$ cat src/design/paf_pkg.sv
package paf_pkg;

    // Default sizes of the archive
    localparam int ARCHIVE_DEPTH_DEF  = 64;
    localparam int MAX_OBJECTIVES_DEF = 4;
    localparam int SOLUTION_BITS_DEF  = 64;

    // Fixed widths of the beat fields
    localparam int OBJ_W         = 32;
    localparam int IN_OBJ_COUNT  = 4;
    localparam int SOL_W         = 64;
    localparam int IDX_W         = 6;
    localparam int COUNT_W       = 7;
    localparam int NUM_OBJ_W     = 3;

    localparam logic [NUM_OBJ_W-1:0] NUM_OBJ_RESET = 3'd2;

    // Command codes
    localparam logic CMD_OFFER = 1'b0;
    localparam logic CMD_READ  = 1'b1;

    typedef struct packed {
        logic                    cmd;
        logic [IDX_W-1:0]        read_index;
        logic [SOL_W-1:0]        sol_bits;
        logic signed [OBJ_W-1:0] obj_a;
        logic signed [OBJ_W-1:0] obj_b;
        logic signed [OBJ_W-1:0] obj_c;
        logic signed [OBJ_W-1:0] obj_d;
    } t_item;

    typedef struct packed {
        logic                    accepted;
        logic [COUNT_W-1:0]      removed_count;
        logic [COUNT_W-1:0]      archive_count;
        logic                    overflow;
        logic                    entry_valid;
        logic [SOL_W-1:0]        entry_sol;
        logic signed [OBJ_W-1:0] entry_obj_a;
        logic signed [OBJ_W-1:0] entry_obj_b;
        logic signed [OBJ_W-1:0] entry_obj_c;
        logic signed [OBJ_W-1:0] entry_obj_d;
    } t_result;

    // Per-component compare of candidate against one stored entry
    typedef struct packed {
        logic ge;   // candidate >= entry (or lane disabled)
        logic le;   // candidate <= entry (or lane disabled)
    } t_lane_cmp;

    // Merged dominance verdict for one entry
    typedef struct packed {
        logic cand_dom;    // candidate dominates the entry
        logic entry_dom;   // entry dominates the candidate
    } t_dom;

endpackage

$ cat src/design/paf_lane.sv
module paf_lane
    import paf_pkg::*;
(
    input  logic                    i_clk,
    input  logic signed [OBJ_W-1:0] i_cand,
    input  logic signed [OBJ_W-1:0] i_entry,
    input  logic                    i_active,
    output t_lane_cmp               o_cmp
);

    t_lane_cmp r_cmp;

    // A disabled lane reads as equal so it never decides dominance
    always_ff @(posedge i_clk) begin
        r_cmp.ge <= !i_active || (i_cand >= i_entry);
        r_cmp.le <= !i_active || (i_cand <= i_entry);
    end

    assign o_cmp = r_cmp;

endmodule

$ cat config.mk
export PLATFORM = sky130hd
export DESIGN_NAME = paf_lane
export DESIGN_NICKNAME = d
export VERILOG_FILES = /design/src/design/paf_pkg.sv /design/src/design/paf_lane.sv
export SDC_FILE = /design/constraint.sdc
export NUM_CORES = 1
export LEC_CHECK = 0
export BUFFER_PORTS_ARGS = -buffer_cell sky130_fd_sc_hd__buf_2
export CAP_MARGIN = 20
export CORE_MARGIN = 1.5
export CORE_UTILIZATION = 42
export CTS_BUF_LIST = sky130_fd_sc_hd__clkbuf_2
export DETAILED_ROUTE_END_ITERATION = 16
export PLACE_DENSITY = 0.83
export SYNTH_ARGS = -nofsm -noshare
export SYNTH_HDL_FRONTEND = slang
export SYNTH_SLANG_ARGS = --single-unit
$ cat constraint.sdc
create_clock -name i_clk -period 1.9 [get_ports i_clk]
set_input_delay 0.285 -clock i_clk [delete_from_list [all_inputs] [get_ports i_clk]]
set_output_delay 0.285 -clock i_clk [all_outputs]
set_load 0.02 [all_outputs]
==> results.yml <==
outcome:
  outcome: "finished, final reports clean"
synthesis:
  ys_ff_latch: 2
  synth_edf_count: 0
  syn_avg_cell_area_um2: 7.49
  synth_area_um2: 913
  yosysUniqueCellTypes: 25
  synth_area_leaders: "ha_1, inv_1, a21oi_1"
  async_flop_share: 0
  syn-instance-count: 122
  yosysSeqAreaShare: 0.0438
  yosysWarningCount: 0
  synth_top_area_cell: "ha_1"
  synth_top_area_frac: 0.438
  syn_nets: 220
  yosys_most_used_dff: "dfxtp_1"
timing:
  grt_setup_unrepaired: "false"
  setup-tns-final_ps: 0
  fmax_ghz: 0.604
  drv_slew: 0
  setup-violations-final: 0
  min_period_ps: 1650
  final-hold-violation-count: 0
  fin_crit_sh: 0.871
  holdWs_ps: 423
  timing.final.ws_setup_ps: 245
  maxSlewHeadroom: 0.775
  tightest_slew_ps: 334
global_routing:
  grt.busiest_layer: "met2"
  gr-usage-all-layers: 0.202
  grt_pass1_wl_um: 3980
  grtUsageMet1: 0.204
  antenna_found_initial: 0
  grt-ovfl-total: 0
  use_met3: 0.0182
  grt_max_degree: 4
  grt_pass1_vias: 1076
  met2_usage: 0.416
cts:
  clkTransAtPathRegs_ps: 30
  cts-root-buf: "clkbuf_2"
  cts_setup_buffers: 0
  cts.path.max_buffers: 2
  htreeDepth: 1
  cts_tree: "built"
  hold_buffers: 0
  cts_made_buffers: 3
  cts.repair.resized: 0
  cts.sinks: 2
floorplan:
  core_mm2: 0.00200
  std_cell_rows: 16
  dieArea_mm2: 0.00246
  initial_core_util: 0.456
  die_w_um: 49.6
  top_level_ports: 68
  die_h_um: 49.6
routing:
  first_pass_iters: 4
  vias: 1070
  drc: 0
  drt_iter0_drc: 14
  avgRoutedWirePerCell_um: 10.6
  ant_nets: 0
  vias_per_cell: 4.86
  wl_um: 2330
job:
  maxCapViolations: 0
place:
  pre_cts_ws_ps: 19.3
  dp_hpwl_um: 2180
  gp_congestion: 0.730
  dp.cells: 217
  port_buffers: 67
critical_path:
  path_class: "input port to flip-flop"
  critPathCaptureType: "flip-flop"
  path_buf_inv: 1
  critical_path_arrival_ps: 1780
  path_max_fanout: 3
  crit_required_ps: 2030
  cp-start-kind: "input port"
  cp_slowest_cell: "nor4_4"
  critPathMaxStageDelay_ps: 310
  crit_chain: "buf_2 -> ha_1 -> nand4_2 -> nor4_4 -> o311ai_1 -> a41oi_2 -> mux2i_1"
  critPathTopFamily: "simple AND/OR/NAND/NOR gates"
pwr:
  cellPowerDensity_mw_per_mm2: 289
  power_leakage_uw: 0.000826
  max-vdd-ir-drop_uv: 259
finish:
  fin_util: 0.652
  largest_reg_flops: 2
  drive_gt1_frac: 0.399
  layout-area-overhead-vs-synth_pct: 42.9
  antenna_cells: 0
  nets: 293
  layout.cells.non_filler: 220
min_path:
  hp-class: "input port to flip-flop"
[placed cells by master (no fill, tap or decap), types with 3 or more instances in the layout]
| cell | synthesis | routed |
|---|---|---|
| nand4_1 | 3 | 3 |
| a211oi_1 | 3 | 3 |
| buf_2 | 0 | 67 |
| nand2_1 | 9 | 9 |
| clkbuf_2 | 0 | 3 |
| o21ai_0 | 6 | 6 |
| ha_1 | 32 | 32 |
| nor2_1 | 4 | 4 |
| a21oi_1 | 13 | 13 |
| inv_1 | 32 | 32 |
[cell type report]
| class | count | area, um2 |
|---|---|---|
| Fill cell | 179 | 697 |
| Clock buffer | 3 | 15.0 |
| Tap cell | 27 | 33.8 |
| Inverter | 32 | 120 |
| Sequential cell | 2 | 40.0 |
| Timing Repair Buffer | 68 | 343 |
| Multi-Input combinational cell | 88 | 753 |
[worst min-delay path, stage by stage]
cell     delay, ps
buf_2          100
nand2_1         50
nor2_1          40
mux2i_1        100
[path summary, 6_finish.rpt]
path	cells past startpoint	from	to
min	4	i_active	o_cmp[0]
max	7	i_cand[22]	o_cmp[1]
[cell families (layout without fill, tap and decap cells)]
family          after synthesis  in the layout  synth area share
flops                         2              2            0.0438
buf+inv                      32            103             0.132
compound gates               27             27             0.184
fa+ha+maj                    32             32             0.438
mux                           2              2            0.0219
simple gates                 27             27             0.181
[cells in the mapped netlist (all sizes together), types with 2 or more instances]
master	number
ha	32
nand4	5
a21oi	13
a211oi	3
mux2i	2
o21ai	7
dfxtp	2
nor2	4
nand2b	2
nand2	9
inv	32
nor4	2
[per-stage QoR]
stage               area [um2]  power, uW
floorplan                  913        200
global placement          1290        293
detailed placement        1290        308
CTS                       1310        378
global route              1310        415
finish                    1310        377
[power breakdown]
group | internal, uW | switching, uW | total [uW]
logic | 130 | 127 | 258
clock network | 42.0 | 27.9 | 69.8
registers | 48.1 | 1.15 | 49.3
total | 221 | 156 | 377
[layer usage]
| layer | vias up | share of wire |
|---|---|---|
| li1 | 563 | - |
| met4 | 0 | 0.011 |
| met1 | 466 | 0.38 |
| met5 | - | 0 |
| met2 | 37 | 0.56 |
| met3 | 4 | 0.051 |
Note: power is estimated with default switching activity, not from simulation.
